[src/sv/hclsrch_ram.sv]
// Generic simple dual-port RAM: one write port, one read port with registered
// read data that holds while the read enable is low. No dependencies.
`timescale 1ns / 1ps

module hclsrch_ram #(
  parameter int WIDTH  = 16,
  parameter int DEPTH  = 128,
  parameter int ADDR_W = (DEPTH > 1) ? $clog2(DEPTH) : 1
) (
  input  logic              clk,
  input  logic              we,
  input  logic [ADDR_W-1:0] waddr,
  input  logic [WIDTH-1:0]  wdata,
  input  logic              re,
  input  logic [ADDR_W-1:0] raddr,
  output logic [WIDTH-1:0]  rdata
);

  logic [WIDTH-1:0] mem [DEPTH];
  logic [WIDTH-1:0] rdata_r;

  always_ff @(posedge clk) begin
    if (we) begin
      mem[waddr] <= wdata;
    end
    if (re) begin
      rdata_r <= mem[raddr];
    end
  end

  assign rdata = rdata_r;

endmodule

[config.mk]
export PLATFORM = sky130hd
export DESIGN_NAME = hclsrch_ram
export DESIGN_NICKNAME = d
export VERILOG_FILES = /design/src/sv/hclsrch_ram.sv
export SDC_FILE = /design/constraint.sdc
export NUM_CORES = 2
export LEC_CHECK = 0
export BUFFER_PORTS_ARGS = -buffer_cell sky130_fd_sc_hd__buf_2
export CAP_MARGIN = 20
export CORE_MARGIN = 2
export CORE_UTILIZATION = 40
export DETAILED_ROUTE_END_ITERATION = 7
export GPL_ROUTABILITY_DRIVEN = 0
export PLACE_DENSITY_LB_ADDON = 0.12
export SETUP_SLACK_MARGIN = 0.1
export SYNTH_ARGS = -nofsm -noshare
export SYNTH_HDL_FRONTEND = slang
export SYNTH_SLANG_ARGS = --single-unit
[constraint.sdc]
create_clock -name clk -period 2.9 [get_ports clk]
set_input_delay 0.145 -clock clk [delete_from_list [all_inputs] [get_ports clk]]
set_output_delay 0.145 -clock clk [all_outputs]
set_load 0.1 [all_outputs]
Word level (Yosys, flattened, before mapping)

Memories as Yosys holds them, arrays and structs flattened. A register that Yosys moved wholly into a read port is not among the register bits.
Index checks and enable logic that the tools add are counted.

Logic and storage cells: 3
Output and inout port bits: 16
Memory bits (writable): 2048
Memories kept: 1
Register bits after elaboration: 0

Multiplexer cells: 2

Memories:

| memory | words | bits a word | rd ports | clocked after memory_dff | wr ports | line | RTL |
|---|---|---|---|---|---|---|---|
| mem    | 128   | 16          | 1        | 1                        | 1        | 19   | `logic [WIDTH-1:0] mem [DEPTH];` |

Operators by type and width:

| operator | count |
|---|---|
| $mux 1   | 2 |

Longest topological paths before layout

Depth in word-level cells: 2
Mapped depth: 7
Mapped depth without buffers: 4

Worst setup path after synthesis

Ideal clock, no wire load.

Kind: input to register
Start point: input port raddr[0]
End point: register rdata_r[0], in the netlist rdata[0], read port of mem, data pin
Cell stages on the path: 6
Arrival: 2520 ps
Library setup time: 260 ps
Setup slack: 121 ps
Cells stage by stage: buf_2 buf_1 mux4_2 mux4_2 mux4_2 mux2_2

RTL lines:

| element         | line | RTL |
|---|---|---|
| start, declared | 15   | `input logic [ADDR_W-1:0] raddr,` |
| end, declared   | 20   | `logic [WIDTH-1:0] rdata_r;` |

==> summary.md <==
| Metric | Value |
|---|---|
| WHS Path Cells | 4 |
| ANT nets after route | 0 |
| Worst VDD drop | 484 µV |
| First-pass GRT wire length | between 200000 and 300000 µm |
| Critical Path End Type | register |
| Most instantiated library cell after synthesis | edfxtp_1 |
| Clock root buffer | clkbuf_16 |
| RSZ-0062 raised after global routing | false |
| Cts bufs inserted | 212 |
| Sink Count | 2064 |
| Initial Utilization | 0.403 |
| Mapped Area | roughly 0.079 mm² |
| Sequential share of the synthesized area | 0.788 |
| Yosys top cell area share | 0.788 |
| Critical path type | reg2reg |
| Pwr/cell area | 679 mW/mm² |
| Synth area leaders | edfxtp_1, mux4_2, nor2_1 |
| Yosys top cell by area | edfxtp_1 |
| Largest net degree at the start of global routing | 78 |
| Core ar. | 0.195 mm² |
| DR pass1 iterations | 5 |
| Max Slew Vio Count | 0 |
| Layout Area Growth over Synthesis | 17.0% |
| Slew at the pin closest to its max-slew limit | 1090 ps |
| Antenna violations before repair | 27 |
| Vias per cell | 5.62 |
| Critical path required time | ~3500 ps |
| Leak | between 20 and 30 nW |
| Port bufs | 48 |
| Synth warn | 0 |
| Top_reg_cell synth | edfxtp_1 |
| Post-cts resize count | 0 |
| Clk Latency, worst-skew pair | 840 ps |
| Chip width | approximately 450 µm |
| Period Utilization, post-route | 0.919 |
| Slew headroom | 0.271 |
| DRC viols | 0 |
| Outcome | finished, final reports clean |
| Via count | 35600 |
| Fin nets | around 3600 |
| Vias in the first global route | 37096 |
| Reg2Reg Depth | 4 |
| Final TNS setup | 0 ps |
| Layout fillers | between 15000 and 20000 |
| Placed insts | 5932 |
| Gr ovfl total | 0 |
| Worst hold path type | in2reg |
| Final Critical Period | 2670 ps |
| Max-Cap Viols | 0 |
| Fin area | 0.0920 mm² |
| DP Area | 0.0853 mm² |
| Die ar. | 0.200 mm² |
| 1st-iter DRT viols | 3850 |
| Gr usage total | 0.209 |
| Synth top cells by count | edfxtp_1, mux4_2, nor2_1 |
| Finish-stage setup viols | 0 |
| Num rows | ~160 |
| Share of cells above drive strength 1 | 0.376 |
| Number of enable flip-flop cells after synthesis | a little over 2000 |
| Reg clk slew, reported paths | roughly 60 ps |
| Synthesized flop and latch total | 2064 |
| Die Span Y | 448 µm |
| Routed WL per cell | around 33 µm |
| Hold Path Sink | mem[86][13] |
| FF+latch area | 0.0620 mm² |
| Hold_sp | waddr[2] |
| IO Pins | ~50 |
| Crit path DAT | 3260 ps |
| Worst Skew | about 54 ps |
| CP Max Fanout | 1 |
| Post-synth ARST share | 0 |
| HPWL Detailed | 126000 µm |
| Multi-input gate area | 0.0161 mm² |
| Post-Synthesis Cells | 3086 |
| Final core occ | 0.471 |
| Avg Cell Area, Syn | 25.5 µm² |
| Highest Clock Rate | 0.375 GHz |
| CTS HTree Levels | 4 |
| CTS tree | done |
| Distinct cells, synth | 16 |
| Finished Layout Cells | around 6300 |
| Clk buf depth | 3 |
| Worst r2r src | mem[21][10] |
| Register-to-register setup slack | 230 ps |
| FF-to-FF End | rdata[10] |
| Final hold vios | 0 |
| Total Wirelength | approximately 210000 µm |
| Syn nets | 3119 |
| CP Launch Type | register |
-- critical path, cell delays in order (launching register included) --
cell	delay [ps]
edfxtp_1	360
mux4_2	500
mux4_2	600
mux4_2	640
mux2_2	320
-- placed cells by master (no fill, tap or decap), drive strengths merged, types with 9 or more instances in the layout --
master          n
clkinv         77
nor2          122
clkbuf        266
nand3          12
mux2           16
nand2          14
buf           386
inv            13
dlygate4sd3    19
nor3            9
mux4          672
bufinv         14
edfxtp       2064
-- kinds of logic after synthesis --
group	after synthesis	share of synthesized area
AND/OR/NAND/NOR	170	0.00886
multiplexers	688	0.195
buffers and inverters	164	0.00879
flip-flops	2064	0.788
-- state kept, by name, summed over array words and instances, names as in the netlist --
name	flops
mem	2048
rdata	16
-- layer usage --
layer | vias up | track usage | routed length (µm)
li1 | 14411 | - | -
met1 | 19596 | 0.282 | 83600
met2 | 1309 | 0.337 | 101000
met3 | 284 | 0.0499 | 15700
met4 | 0 | 0.0638 | 5810
met5 | - | 0 | 0
-- where the power goes --
part           switching [mW]  total (mW)  leakage, nW  internal [mW]
logic                    2.11        3.53         6.83           1.42
registers              0.0604        33.0         18.6           33.0
clock network            11.2        25.9         3.18           14.7
-- how the worst max path moves through the flow --
stage / start / end / slack [ps]
2_1_floorplan: raddr[0] / rdata[0] / 120
3_3_place_gp: raddr[0] / rdata[12] / -290
3_5_place_dp: raddr[0] / rdata[10] / -300
4_1_cts: mem[21][10] / rdata[10] / 220
5_1_grt: mem[7][11] / rdata[11] / 210
6_report: mem[21][10] / rdata[10] / 230
-- repair_timing --
action | CTS | global route
setup buffers | 0 | 0
hold buffers | 19 | 0
hold endpoints to repair | 880 | 0
-- cell type report --
class | instances | area share
sequential | 2064 | 0.673
multi-input combinational | 858 | 0.175
clock buffer | 266 | 0.0601
timing repair buffer | 405 | 0.0442
tap | 2624 | 0.0357
clock inverter | 109 | 0.0110
antenna | 6 | 0.000163
-- per-stage QoR --
step | setup slack [ps] | hold slack (ps) | total power [mW]
finish | 235 | 84.6 | 62.4
global route | 212 | 50.8 | 64.4
CTS | 221 | 0.764 | 63.1
detailed placement | -296 | 548 | 37.2
global placement | -294 | 526 | 37.2
floorplan | 121 | 244 | 35.4
Power figures use the tool's default switching activity.
