$ cat src/sv/hclsrch_pkg.sv
// Package for the hash code line search block: widths, request codes and the
// search request struct handed from the top level to the match logic.
// No dependencies.
`timescale 1ns / 1ps

package hclsrch_pkg;

  localparam int CODE_W      = 16;
  localparam int IDX_W       = 12;
  localparam int LINE_SLOTS  = 32;
  localparam int GROUP_SLOTS = 8;
  localparam int SLOT_W      = $clog2(LINE_SLOTS);
  localparam int LINE_W      = IDX_W - SLOT_W;
  localparam int KCNT_W      = 2;
  localparam int MAX_ENTRIES = 1 << IDX_W;

  typedef enum logic {
    ACT_WRITE  = 1'b0,
    ACT_SEARCH = 1'b1
  } action_t;

  typedef enum logic [KCNT_W-1:0] {
    KCNT_NONE  = 2'd0,
    KCNT_ONE   = 2'd1,
    KCNT_TWO   = 2'd2,
    KCNT_THREE = 2'd3
  } key_count_t;

  typedef struct packed {
    logic [CODE_W-1:0] key_a;
    logic [CODE_W-1:0] key_b;
    logic [CODE_W-1:0] key_c;
    key_count_t        key_count;
    logic [LINE_W-1:0] line;
    logic [SLOT_W-1:0] offset;
  } search_req_t;

endpackage

$ cat src/sv/hclsrch_match.sv
// Match logic: compares one 32-code line with up to three keys under the
// per-group implicit-length rules and drops slots below the start offset.
// Depends on hclsrch_pkg.
`timescale 1ns / 1ps

module hclsrch_match
  import hclsrch_pkg::*;
#(
  parameter int EFF_SIZE = 4096
) (
  input  logic [CODE_W-1:0]     codes [LINE_SLOTS],
  input  search_req_t           req,
  output logic [LINE_SLOTS-1:0] mask
);

  localparam logic [IDX_W:0] SIZE_LIM = (IDX_W + 1)'(EFF_SIZE);

  logic [CODE_W-1:0]     line_z [LINE_SLOTS];
  logic [LINE_SLOTS-1:0] mask_a;
  logic [LINE_SLOTS-1:0] mask_b;
  logic [LINE_SLOTS-1:0] mask_c;
  logic [LINE_SLOTS-1:0] keep;

  function automatic logic [LINE_SLOTS-1:0] key_mask(
    input logic [CODE_W-1:0] line [LINE_SLOTS],
    input logic [CODE_W-1:0] key
  );
    logic [LINE_SLOTS-1:0] m;
    logic                  ended;
    m = '0;
    for (int g = 0; g < LINE_SLOTS; g += GROUP_SLOTS) begin
      ended = 1'b0;
      for (int i = 0; i < GROUP_SLOTS; i++) begin
        if (line[g + i] == '0) begin
          ended = 1'b1;
        end
        if (key == '0) begin
          m[g + i] = ended;
        end else begin
          m[g + i] = !ended && (line[g + i] == key);
        end
      end
    end
    return m;
  endfunction

  always_comb begin
    for (int i = 0; i < LINE_SLOTS; i++) begin
      if ({1'b0, req.line, SLOT_W'(i)} < SIZE_LIM) begin
        line_z[i] = codes[i];
      end else begin
        line_z[i] = '0;
      end
      keep[i] = (SLOT_W'(i) >= req.offset);
    end
  end

  always_comb begin
    mask_a = key_mask(line_z, req.key_a);
    mask_b = key_mask(line_z, req.key_b);
    mask_c = key_mask(line_z, req.key_c);
    case (req.key_count)
      KCNT_TWO:   mask = (mask_a | mask_b) & keep;
      KCNT_THREE: mask = (mask_a | mask_b | mask_c) & keep;
      default:    mask = mask_a & keep;
    endcase
  end

endmodule

$ cat config.mk
export PLATFORM = sky130hd
export DESIGN_NAME = hclsrch_match
export DESIGN_NICKNAME = d
export VERILOG_FILES = /design/src/sv/hclsrch_pkg.sv /design/src/sv/hclsrch_match.sv
export SDC_FILE = /design/constraint.sdc
export NUM_CORES = 1
export LEC_CHECK = 0
export ABC_CLOCK_PERIOD_IN_PS = 2600
export BUFFER_PORTS_ARGS = -buffer_cell sky130_fd_sc_hd__buf_2
export CAP_MARGIN = 15
export CORE_AREA = 2 2 235 237
export DETAILED_ROUTE_END_ITERATION = 10
export DIE_AREA = 0 0 237 239
export GPL_TIMING_DRIVEN = 0
export PLACE_DENSITY_LB_ADDON = 0.25
export SLEW_MARGIN = 10
export SYNTH_ARGS = -nofsm -noshare
export SYNTH_HDL_FRONTEND = slang
export SYNTH_SLANG_ARGS = --single-unit
$ cat constraint.sdc
create_clock -name vclk -period 2.6
set_input_delay 0.52 -clock vclk [all_inputs]
set_output_delay 0.52 -clock vclk [all_outputs]
set_load 0.01 [all_outputs]
# --- Word-level counts from Yosys, hierarchy flattened ---
# Index checks and enable logic that the tools add are counted.
totals:
  regBits: 0
  inputBits: 574
  out_inout_bits: 32
  elab_cells: 427
op_classes:
  mux: 129
  order_cmp: 32
  n_bitwise: 5
  eq_ne: 98
  reduce_logical: 163
ops:
  columns: ["cell", "count"]
  rows:
  - ["16-bit == test", 96]
  - ["16-bit zero test", 35]
  - ["1-bit two-way mux", 128]
  - ["32-bit bitwise AND", 3]
  - ["1-bit logical AND", 96]
  - ["5-bit greater-or-equal comparator, first input constant", 16]
  - ["32-bit bitwise OR", 2]
  - ["32-bit one-hot mux with 2 select lines", 1]
  - ["4-bit by 5-bit greater-or-equal comparator with 1-bit output, first input constant", 8]
  - ["1-bit zero test", 32]
  - ["3-bit by 5-bit greater-or-equal comparator with 1-bit output, first input constant", 4]
  - ["1-bit by 5-bit greater-or-equal comparator with 1-bit output, first input constant", 2]
  - ["2-bit by 5-bit greater-or-equal comparator with 1-bit output, first input constant", 2]
  - ["2-bit == test, second input constant", 2]

# --- Logic depth before layout (Yosys ltp) ---
logic_depth:
  depth_word: 16
  ltp_mapped: 9
  ltp_nobuf: 6

# --- Worst setup path before layout ---
# OpenSTA, ideal clock, no wires.
synth_timing:
  path_kind: "input-to-output"
  startpoint: "in req[34] (netlist name)"
  endpoint: "out mask[11]"
  setup_slack_ns: -0.030
  path_buffers: 2
  arrival_time_ns: 2.110
  t_required_ns: 2.080
  stages: 8
  path_cell_list: "buf_2 -> nor4_4 -> nand4_4 -> o21ai_2 -> a21o_1 -> buf_4 -> a21oi_1 -> a2111oi_1"
synth_between:
  elab_chain_cells: 7
  word_cells_on_any_way: 9
  cone_classes: "1 x eq/ne; 2 x mux; 4 x bitwise; 2 x reduce/logical"
synth_lines:
  columns: ["element", "line", "text"]
  rows:
  - ["start, declared", "hclsrch_match.sv:12", "input search_req_t req,"]
  - ["16-bit == test", "hclsrch_match.sv:40", "m[g + i] = !ended && (line[g + i] == key);"]
  - ["1-bit logical AND", "hclsrch_match.sv:40", null]
  - ["1-bit two-way mux (*)", "hclsrch_match.sv:37", "if (key == '0) begin"]
  - ["32-bit bitwise OR (*)", "hclsrch_match.sv:63, hclsrch_match.sv:64", null]
  - ["32-bit bitwise OR", "hclsrch_match.sv:64", "KCNT_THREE: mask = (mask_a | mask_b | mask_c) & keep;"]
  - ["32-bit bitwise AND", "hclsrch_match.sv:64", null]
  - ["32-bit one-hot mux with 2 select lines (*)", "hclsrch_match.sv:62", "case (req.key_count)"]
  - ["end, declared", "hclsrch_match.sv:13", "output logic [LINE_SLOTS-1:0] mask"]
# Mark *: on every way between the ends. The rest lies on a longest branch, timed or not.

# --- Final worst setup path ---
layout_timing:
  startpoint: "in req[23] (netlist name)"
  endpoint: "out mask[16]"
layout_between:
  elab_chain_cells: 6
  word_cells_on_any_way: 7
  cone_classes: "1 x eq/ne; 2 x mux; 2 x bitwise; 2 x reduce/logical"
layout_lines:
  columns: ["element", "line"]
  rows:
  - ["16-bit == test", "hclsrch_match.sv:40"]
  - ["1-bit logical AND", "hclsrch_match.sv:40"]
  - ["1-bit two-way mux (*)", "hclsrch_match.sv:37"]
  - ["32-bit bitwise OR (*)", "hclsrch_match.sv:64"]
  - ["32-bit bitwise AND (*)", "hclsrch_match.sv:64"]
  - ["32-bit one-hot mux with 2 select lines (*)", "hclsrch_match.sv:62"]
# Marked as above.

==> results.yml <==
pwr:
  p_comb_frac: 1.000
  pwr-share-seq: 0
  swShare: 0.603
  clockPowerShare: 0
  power_density_nw_per_um2: 194
  intPower_mw: 2.33
  p_leak_nw: 12.3
  p_switching_mw: 3.54
  vdd_drop_max_v: 0.000156
floorplan:
  start_util: 0.373
  die_w_um: 237
  fp.coreArea_um2: 54300
  ios: 606
  num_rows: 86
  die_y_um: 239
  die-area_um2: 56600
global_routing:
  grt_max_degree: 11
  antenna_found_initial: 16
  grt_first_pass_wirelength_mm: 207
  grt_use_total: 0.518
  grt_pass1_vias: 26267
  grt_overflow: 0
sta:
  drv_slew: 0
  tightest_slew_ns: 1.04
  setup_viol: 32
  hold_violations: 0
  finalSetupTns_ns: -12.41
  period_minus_slack_ns: 3.08
  final.hold.worst_slack_ns: 1.64
  fin_crit_sh: 1.19
  setup_ws_ns: -0.485
  rsz0062_at_grt: "true"
  fmax_ghz: 0.324
  slew-limit-headroom: 0.305
cells_and_area:
  multi_input_area_um2: 20800
  fin_nets: 3972
  final_cell_mix: "xor2_1 (1199), buf_2 (521), nor4_1 (335)"
  nClkBuffers: 0
  regArea_um2: 0
  nFillCells: 5111
  area_delta_synth_final_pct: 49.5
  drive_gt1_frac: 0.352
  layout_commonest_cell: "xor2_1"
  seq_cells: 0
  final_util: 0.558
worst_setup_path:
  critical_path_class: "input port to primary output"
  critPathRequiredTime_ns: 2.08
  slowest_delay_ns: 0.32
  crit_path_max_fanout: 7
  end_kind: "primary output"
  critPathTopFamily: "buffers and inverters"
  start_kind: "input port"
  path_cells: "buf_12, buf_12, buf_16, buf_4, xor2_1, nor4_2, nand4_1, o22ai_2, nand2_1, a32oi_2, buf_2"
  arrival_ns: 2.56
  cp_num_buf_inv: 5
  cpMaxStageDelayCell: "a32oi_2"
  cp_common_cell: "buf_12"
logic_synthesis:
  syn-cell-area_um2: 20300
  ys.warnings.count: 0
  syn_nets: 3216
  ys_seq_area_frac: 0
  synthCells: 2642
  syn_area_per_cell_um2: 7.68
  yosysTopAreaCellShare: 0.523
  synthTopCellsByArea: "xor2_1 (52%), xnor2_1 (14%), nor4_1 (14%), nand4_1 (5.0%), buf_2 (3.9%)"
  synth_top_area_cell: "xor2_1"
  yosysUniqueCellTypes: 48
detailed_routing:
  drtAntennaViolNets: 0
  dr.pass1.iters: 8
  route.vias.total: 28254
  wl_mm: 158
  wire_per_inst_um: 38.4
  drt_iter0_drc: 4294
  drc: 0
  vias_per_cell: 6.88
outcome:
  violations: "negative setup slack"
  status: "finished with violations"
clock_tree:
  ctsHoldBuffers: 0
placed_design:
  port_buffers: 550
  place_hpwl_mm: 107
  place_ws_ns: -1.30
  gp_congestion: 1.04
worst_hold_path:
  hold_class: "input port to primary output"
run:
  cap_violations: 0
[cells by family after synthesis]
group | Yosys count | share of synthesized area
XOR/XNOR | 1536 | 0.663
buffers and inverters | 218 | 0.0604
AO/OA/AOI/OAI | 110 | 0.0404
multiplexers | 12 | 0.00592
AND/OR/NAND/NOR | 766 | 0.231
[cell type report]
| class | count | share of cell area |
|---|---|---|
| Inverter | 3 | 0.000371 |
| Multi-Input combinational cell | 2424 | 0.685 |
| Buffer | 212 | 0.116 |
| Antenna cell | 8 | 0.000660 |
| Tap cell | 704 | 0.0290 |
| Timing Repair Buffer | 757 | 0.169 |
[cell usage after synthesis, types with 2 or more instances]
library cell  instances
a221oi_1             11
o211ai_1              7
a2111oi_1             3
xor2_1             1212
nand2_1              39
nor4_4                5
inv_1                 3
nand3_1              38
clkbuf_1             11
buf_2               160
nor2_1               18
mux2i_1              12
and4_1                7
o211a_1               5
a21oi_1              11
buf_6                12
nor3_1               32
o2bb2ai_1             2
o22ai_1              31
nand2b_1              6
a22o_1                4
a211oi_1              9
o21a_1                3
o21ai_0               5
xnor2_1             324
and2_1                3
a2111oi_2             2
buf_4                31
nor4_1              442
nor2b_1               2
or3_1                 3
and3_1                5
a32oi_1               9
nand4_1             161
[tightest hold or removal path: cells and delay by family]
kind            cells  cell delay [ns]
compound gates      3             0.30
buf+inv             2             0.28
[through the flow]
| step | instances | area (um^2) | power, mW |
|---|---|---|---|
| after global placement | 3896 | 23900 | 4.51 |
| final | 4108 | 30300 | 5.87 |
| after CTS | 4014 | 28700 | 5.27 |
| after floorplan | 2642 | 20300 | 2.45 |
| after global routing | 4104 | 30300 | 5.95 |
| after detailed placement | 3896 | 23900 | 4.52 |
[final timing paths]
kind	start	end	cells after the start	slack (ns)
worst min-delay path	req[2]	mask[2]	5	1.64
worst max-delay path	req[23]	mask[16]	11	-0.48
[power groups by stage]
| stage | registers (mW) | logic (mW) | clock network [mW] |
|---|---|---|---|
| 6_report | 0 | 5.87 | 0.000000287 |
| 5_1_grt | 0 | 5.95 | 0.000000206 |
| 4_1_cts | 0 | 5.27 | 0 |
| 3_5_place_dp | 0 | 4.52 | 0 |
| 3_3_place_gp | 0 | 4.51 | 0 |
| 2_1_floorplan | 0 | 2.45 | 0 |
[metal layers]
metal	up-vias	share of wire	GRT usage
li1	10844	-	-
met1	13211	0.34	0.610
met2	3071	0.39	0.750
met3	1108	0.16	0.193
met4	20	0.11	0.419
met5	-	0.00076	0
[repair_timing]
action                     4_1_cts  5_1_grt
gates cloned                    13        4
setup endpoints to repair       32       32
pin swaps                      145       95
setup buffers                  108       85
resized for setup              804      170
No activity file was read; power rests on OpenSTA's default activity.
